--- src/hw/rtl/upwind_speed_scaled_gradient_core_defines.svh ---
// assertion macros shared by the upwind gradient core
`ifndef UPWIND_SPEED_SCALED_GRADIENT_CORE_DEFINES_SVH
`define UPWIND_SPEED_SCALED_GRADIENT_CORE_DEFINES_SVH

// same-cycle implication
`define USSG_ASSERT_IMPL(lbl, ck, rs, ante, cons) \
  lbl: assert property (@(posedge ck) disable iff (rs) (ante) |-> (cons)) \
    else $error("ussg: implication check failed");

// next-cycle implication
`define USSG_ASSERT_NEXT(lbl, ck, rs, ante, cons) \
  lbl: assert property (@(posedge ck) disable iff (rs) (ante) |=> (cons)) \
    else $error("ussg: next-cycle check failed");

`endif

--- src/hw/rtl/ussg_pkg.sv ---
// shared constants for the upwind speed-scaled gradient core
package ussg_pkg;

  localparam int PIXEL_WIDTH_DEF = 16;
  localparam int OUT_WIDTH       = 25;
  localparam int FRAC_BITS       = 8;
  localparam int ROOT_CAP_LOG2   = 32;
  localparam int ROOT_WIDTH_DEF  = PIXEL_WIDTH_DEF + 2;

endpackage

--- src/hw/rtl/ussg_isqrt.sv ---
// pipelined floor square root, one root bit per register stage
module ussg_isqrt #(
  parameter int RW    = ussg_pkg::ROOT_WIDTH_DEF,
  parameter int TAG_W = 1
) (
  input  logic              clk,
  input  logic              rst,
  input  logic              in_vld,
  input  logic [2*RW-1:0]   radicand,
  input  logic [TAG_W-1:0]  in_tag,
  output logic              out_vld,
  output logic [RW-1:0]     root,
  output logic [TAG_W-1:0]  out_tag
);
  import ussg_pkg::*;

  logic              vld_q  [RW];
  logic [RW:0]       rem_q  [RW];
  logic [RW-1:0]     root_q [RW];
  logic [2*RW-1:0]   rad_q  [RW];
  logic [TAG_W-1:0]  tag_q  [RW];

  for (genvar i = 0; i < RW; i++) begin : g_stage
    logic              vld_in;
    logic [RW:0]       rem_in;
    logic [RW-1:0]     root_in;
    logic [2*RW-1:0]   rad_in;
    logic [TAG_W-1:0]  tag_in;
    logic [RW+2:0]     rem_sh;
    logic [RW+2:0]     trial;
    logic              ge;

    if (i == 0) begin : g_first
      assign vld_in  = in_vld;
      assign rem_in  = '0;
      assign root_in = '0;
      assign rad_in  = radicand;
      assign tag_in  = in_tag;
    end else begin : g_rest
      assign vld_in  = vld_q[i-1];
      assign rem_in  = rem_q[i-1];
      assign root_in = root_q[i-1];
      assign rad_in  = rad_q[i-1];
      assign tag_in  = tag_q[i-1];
    end

    // bring down the next two radicand bits and try root*4+1
    assign rem_sh = {rem_in, rad_in[2*RW-1 -: 2]};
    assign trial  = {1'b0, root_in, 2'b01};
    assign ge     = (rem_sh >= trial);

    always_ff @(posedge clk) begin
      if (rst) begin
        vld_q[i] <= 1'b0;
      end else begin
        vld_q[i] <= vld_in;
      end
    end

    always_ff @(posedge clk) begin
      rem_q[i]  <= ge ? (RW+1)'(rem_sh - trial) : (RW+1)'(rem_sh);
      root_q[i] <= {root_in[RW-2:0], ge};
      rad_q[i]  <= {rad_in[2*RW-3:0], 2'b00};
      tag_q[i]  <= tag_in;
    end
  end

  assign out_vld = vld_q[RW-1];
  assign root    = root_q[RW-1];
  assign out_tag = tag_q[RW-1];

endmodule
--- config.mk ---
export PLATFORM = sky130hd
export DESIGN_NAME = ussg_isqrt
export DESIGN_NICKNAME = d
export VERILOG_FILES = /design/src/hw/rtl/upwind_speed_scaled_gradient_core_defines.svh /design/src/hw/rtl/ussg_pkg.sv /design/src/hw/rtl/ussg_isqrt.sv
export SDC_FILE = /design/constraint.sdc
export NUM_CORES = 1
export LEC_CHECK = 0
export BUFFER_PORTS_ARGS = -buffer_cell sky130_fd_sc_hd__buf_4
export CAP_MARGIN = 40
export CORE_ASPECT_RATIO = 1.5
export CORE_MARGIN = 10
export CORE_UTILIZATION = 45
export DETAILED_ROUTE_END_ITERATION = 10
export PLACE_DENSITY_LB_ADDON = 0.08
export REMOVE_ABC_BUFFERS = 1
export SLEW_MARGIN = 20
export SYNTH_ARGS = -nofsm -noshare
export SYNTH_HDL_FRONTEND = slang
export SYNTH_SLANG_ARGS = --single-unit
--- constraint.sdc ---
create_clock -name clk -period 3.9 [get_ports clk]
set_input_delay 0.585 -clock clk [delete_from_list [all_inputs] [get_ports clk]]
set_output_delay 0.585 -clock clk [all_outputs]
set_load 0.05 [all_outputs]
==> impl_metrics.yaml <==
floorplanning:
  io_pins: 60
  start_util_pct: 45.6
  die_w_um: 227
  coreArea_mm2: 0.0636
  fp.dieH_um: 331
  rows: 113
  die-area_mm2: 0.0752
yosys:
  syn-cell-area_mm2: 0.0290
  yosysMostFrequentCell: "dfxtp_1"
  synth.area.top_cells: "dfxtp_1 56%, ha_1 8.2%, xor2_1 3.5%"
  synthTopCellsByCount: "814 x dfxtp_1, 231 x inv_1, 190 x ha_1"
  ys_seq_area_share_pct: 56.2
  synth_area_per_cell_um2: 10.3
  synth.distinct_cells: 71
  yosysTopAreaCell: "dfxtp_1"
  synth_ff_type: "dfxtp_1"
  synth_edf_count: 0
  netlist_instances: 2807
  synth_warnings: 0
  synth_seq_cells: 814
  yosys.area.top_type_share_pct: 56.2
  synthArstFlopShare_pct: 0
final_layout:
  nets: 3152
  drive_above_1_share_pct: 9.05
  design_area_mm2: 0.0332
  nFillCells: 5677
  diodes: 0
  synthToLayoutAreaGrowth_pct: 14.6
worst_hold_path:
  hold-path-cell-count: 1
  hp-class: "in -> reg"
critical_path:
  start_kind: "flip-flop"
  cp_common_cell: "o21ai_0"
  reg2reg_depth: 10
  cpMaxStageDelayCell: "a21boi_0"
  crit_family: "compound AO/OA/AOI/OAI gates"
  cp_num_buf_inv: 2
  cp_max_fo: 13
  crit_path_end_kind: "flip-flop"
  cp.arrival_ps: 3600
  cp_data_required_time_ps: 4450
  crit_path_cell_trace: "inv_1 > ha_1 > o21ai_0 > o21ai_0 > nand3_1 > a21boi_0 > a21o_1 > buf_4 > nor2_1 > a21oi_1"
  max_stage_delay_ps: 640
  crit_type: "reg -> reg"
  cp.depth: 10
global_routing:
  grtUsageTotal_pct: 15.9
  overflow: 0
  grt_pass1_vias: 19800
  grt_max_degree: 26
  antenna_found_initial: 0
  grt_pass1_wl_um: 96600
sta:
  slew_headroom_pct: 35.1
  period_share_pct: 78.1
  whs_ps: 55.8
  rsz0062_at_grt: "no"
  tns_ps: 0
  setup_viol: 0
  fmax_mhz: 328
  period_minus_slack_ps: 3050
  worst_slew_pin_slew_ps: 948
  finClkSkew_ps: 22.0
  hold_violations: 0
  maxSlewViolCount: 0
pwr:
  power_density_mw_per_mm2: 687
  p_leak_nw: 15.6
  peakVddDrop_mv: 0.421
clock_network:
  cts_made_buffers: 77
  post_cts.repair.setup_buffers: 0
  clock-root-buffer: "clkbuf_16"
  cts_resized: 0
  clk_latency_ps: 630
  clkTransAtPathRegs_ps: 60
  cts_tree: "yes"
  cts_sinks: 814
  htree_levels: 3
  cts-hold-fix-buffers: 0
  cts_buffer_depth: 3
placed_design:
  placed_area_mm2: 0.0304
  gp_congestion: 0.922
  post-dp-hpwl_um: 46000
  numPortBuffers: 59
drt:
  num_vias: 19400
  drc: 0
  wl_per_cell_um: 15.7
  routed_wl_um: 59400
  drtAntennaViolNets: 0
  drt-initial-drc-count: 1047
  dr.pass1.iters: 7
  viasPerCell: 5.11
status:
  status: "completed"
job:
  cap_viol_max_count: 0
logic make-up (layout without fill, tap and decap cells):
| kind of cell | Yosys count | count (layout) | share of synthesized area (%) |
|---|---|---|---|
| buffers and inverters | 274 | 451 | 3.57 |
| DFF | 814 | 814 | 56.2 |
| other | 1 | 1 | 0.0129 |
| muxes | 34 | 34 | 1.29 |
| AOI/OAI and AO/OA | 526 | 526 | 11.3 |
| adders and majority gates | 190 | 190 | 8.20 |
| and+or+nand+nor | 746 | 746 | 12.7 |
| xor gates and xnor gates | 222 | 222 | 6.71 |
worst register-to-register path: stages (launching register included):
cell	delay, ps
dfxtp_1	320
inv_1	50
ha_1	350
o21ai_0	170
o21ai_0	300
nand3_1	190
a21boi_0	650
a21o_1	530
buf_4	280
nor2_1	50
a21oi_1	100
power breakdown:
part           total [mW]  internal, mW  switching (mW)
clock                8.02          4.80            3.22
sequential           10.7          9.73           0.952
combinational        4.11          1.86            2.25
layer usage:
layer | wire [µm] | track usage, % | vias to the layer above
li1 | - | - | 9807
met1 | 21200 | 14.6 | 9088
met2 | 33300 | 31.7 | 344
met3 | 1950 | 2.41 | 134
met4 | 3010 | 9.58 | 0
met5 | 0 | 0 | -
per-stage QoR:
step | setup WS (ps) | power, mW | std cells | util [%]
after CTS | 811 | 23.1 | 3788 | 52.2
after global placement | 542 | 14.9 | 3643 | 47.8
after floorplan | 911 | 13.7 | 2764 | -
final | 853 | 22.8 | 3789 | 52.2
after detailed placement | 829 | 15.0 | 3647 | 47.8
after global routing | 625 | 24.1 | 3789 | 52.2
worst paths after layout:
path                       from            to  slack (ps)
setup / recovery  root_q[15][0]  rem_q[16][1]         850
hold / removal     radicand[25]  rad_q[0][25]          60
setup reg to reg  root_q[15][0]  rem_q[16][1]         850
hold reg to reg    rad_q[5][20]  rad_q[6][22]         320
cells in the final DEF (no fill, tap or decap), drive strengths merged, types with 14 or more instances in the layout:
cell type and n:
nor2b 39, nor2 188, ha 190, and3 18, nand2 180, o21ai 140
a21o 33, or3 34, or4 21, nor3 79, clkinv 15, dfxtp 814
o211ai 20, o31ai 16, buf 78, clkbuf 100, nand2b 48, or2 14
xnor2 106, nand3 42, xor2 116, mux2 27, nor4 32, o21a 31
a21oi 174, a211oi 14, nand4 22, inv 237
cell type report:
cell class / count / area (µm²) / share of cell area [%]
clock buffer: 99 / 2180 / 6.56
tap: 805 / 1010 / 3.03
clock inverter: 42 / 607 / 1.83
timing repair buffer: 79 / 588 / 1.77
inverter: 231 / 867 / 2.61
multi-input combinational: 1719 / 11700 / 35.1
sequential: 814 / 16300 / 49.1
sequential cells by signal, summed over array words and instances (netlist names):
register / flops
rad_q: 306
rem_q: 301
root_q: 171
tag_q: 18
vld_q: 18
No activity file was read; power rests on OpenSTA's default activity.
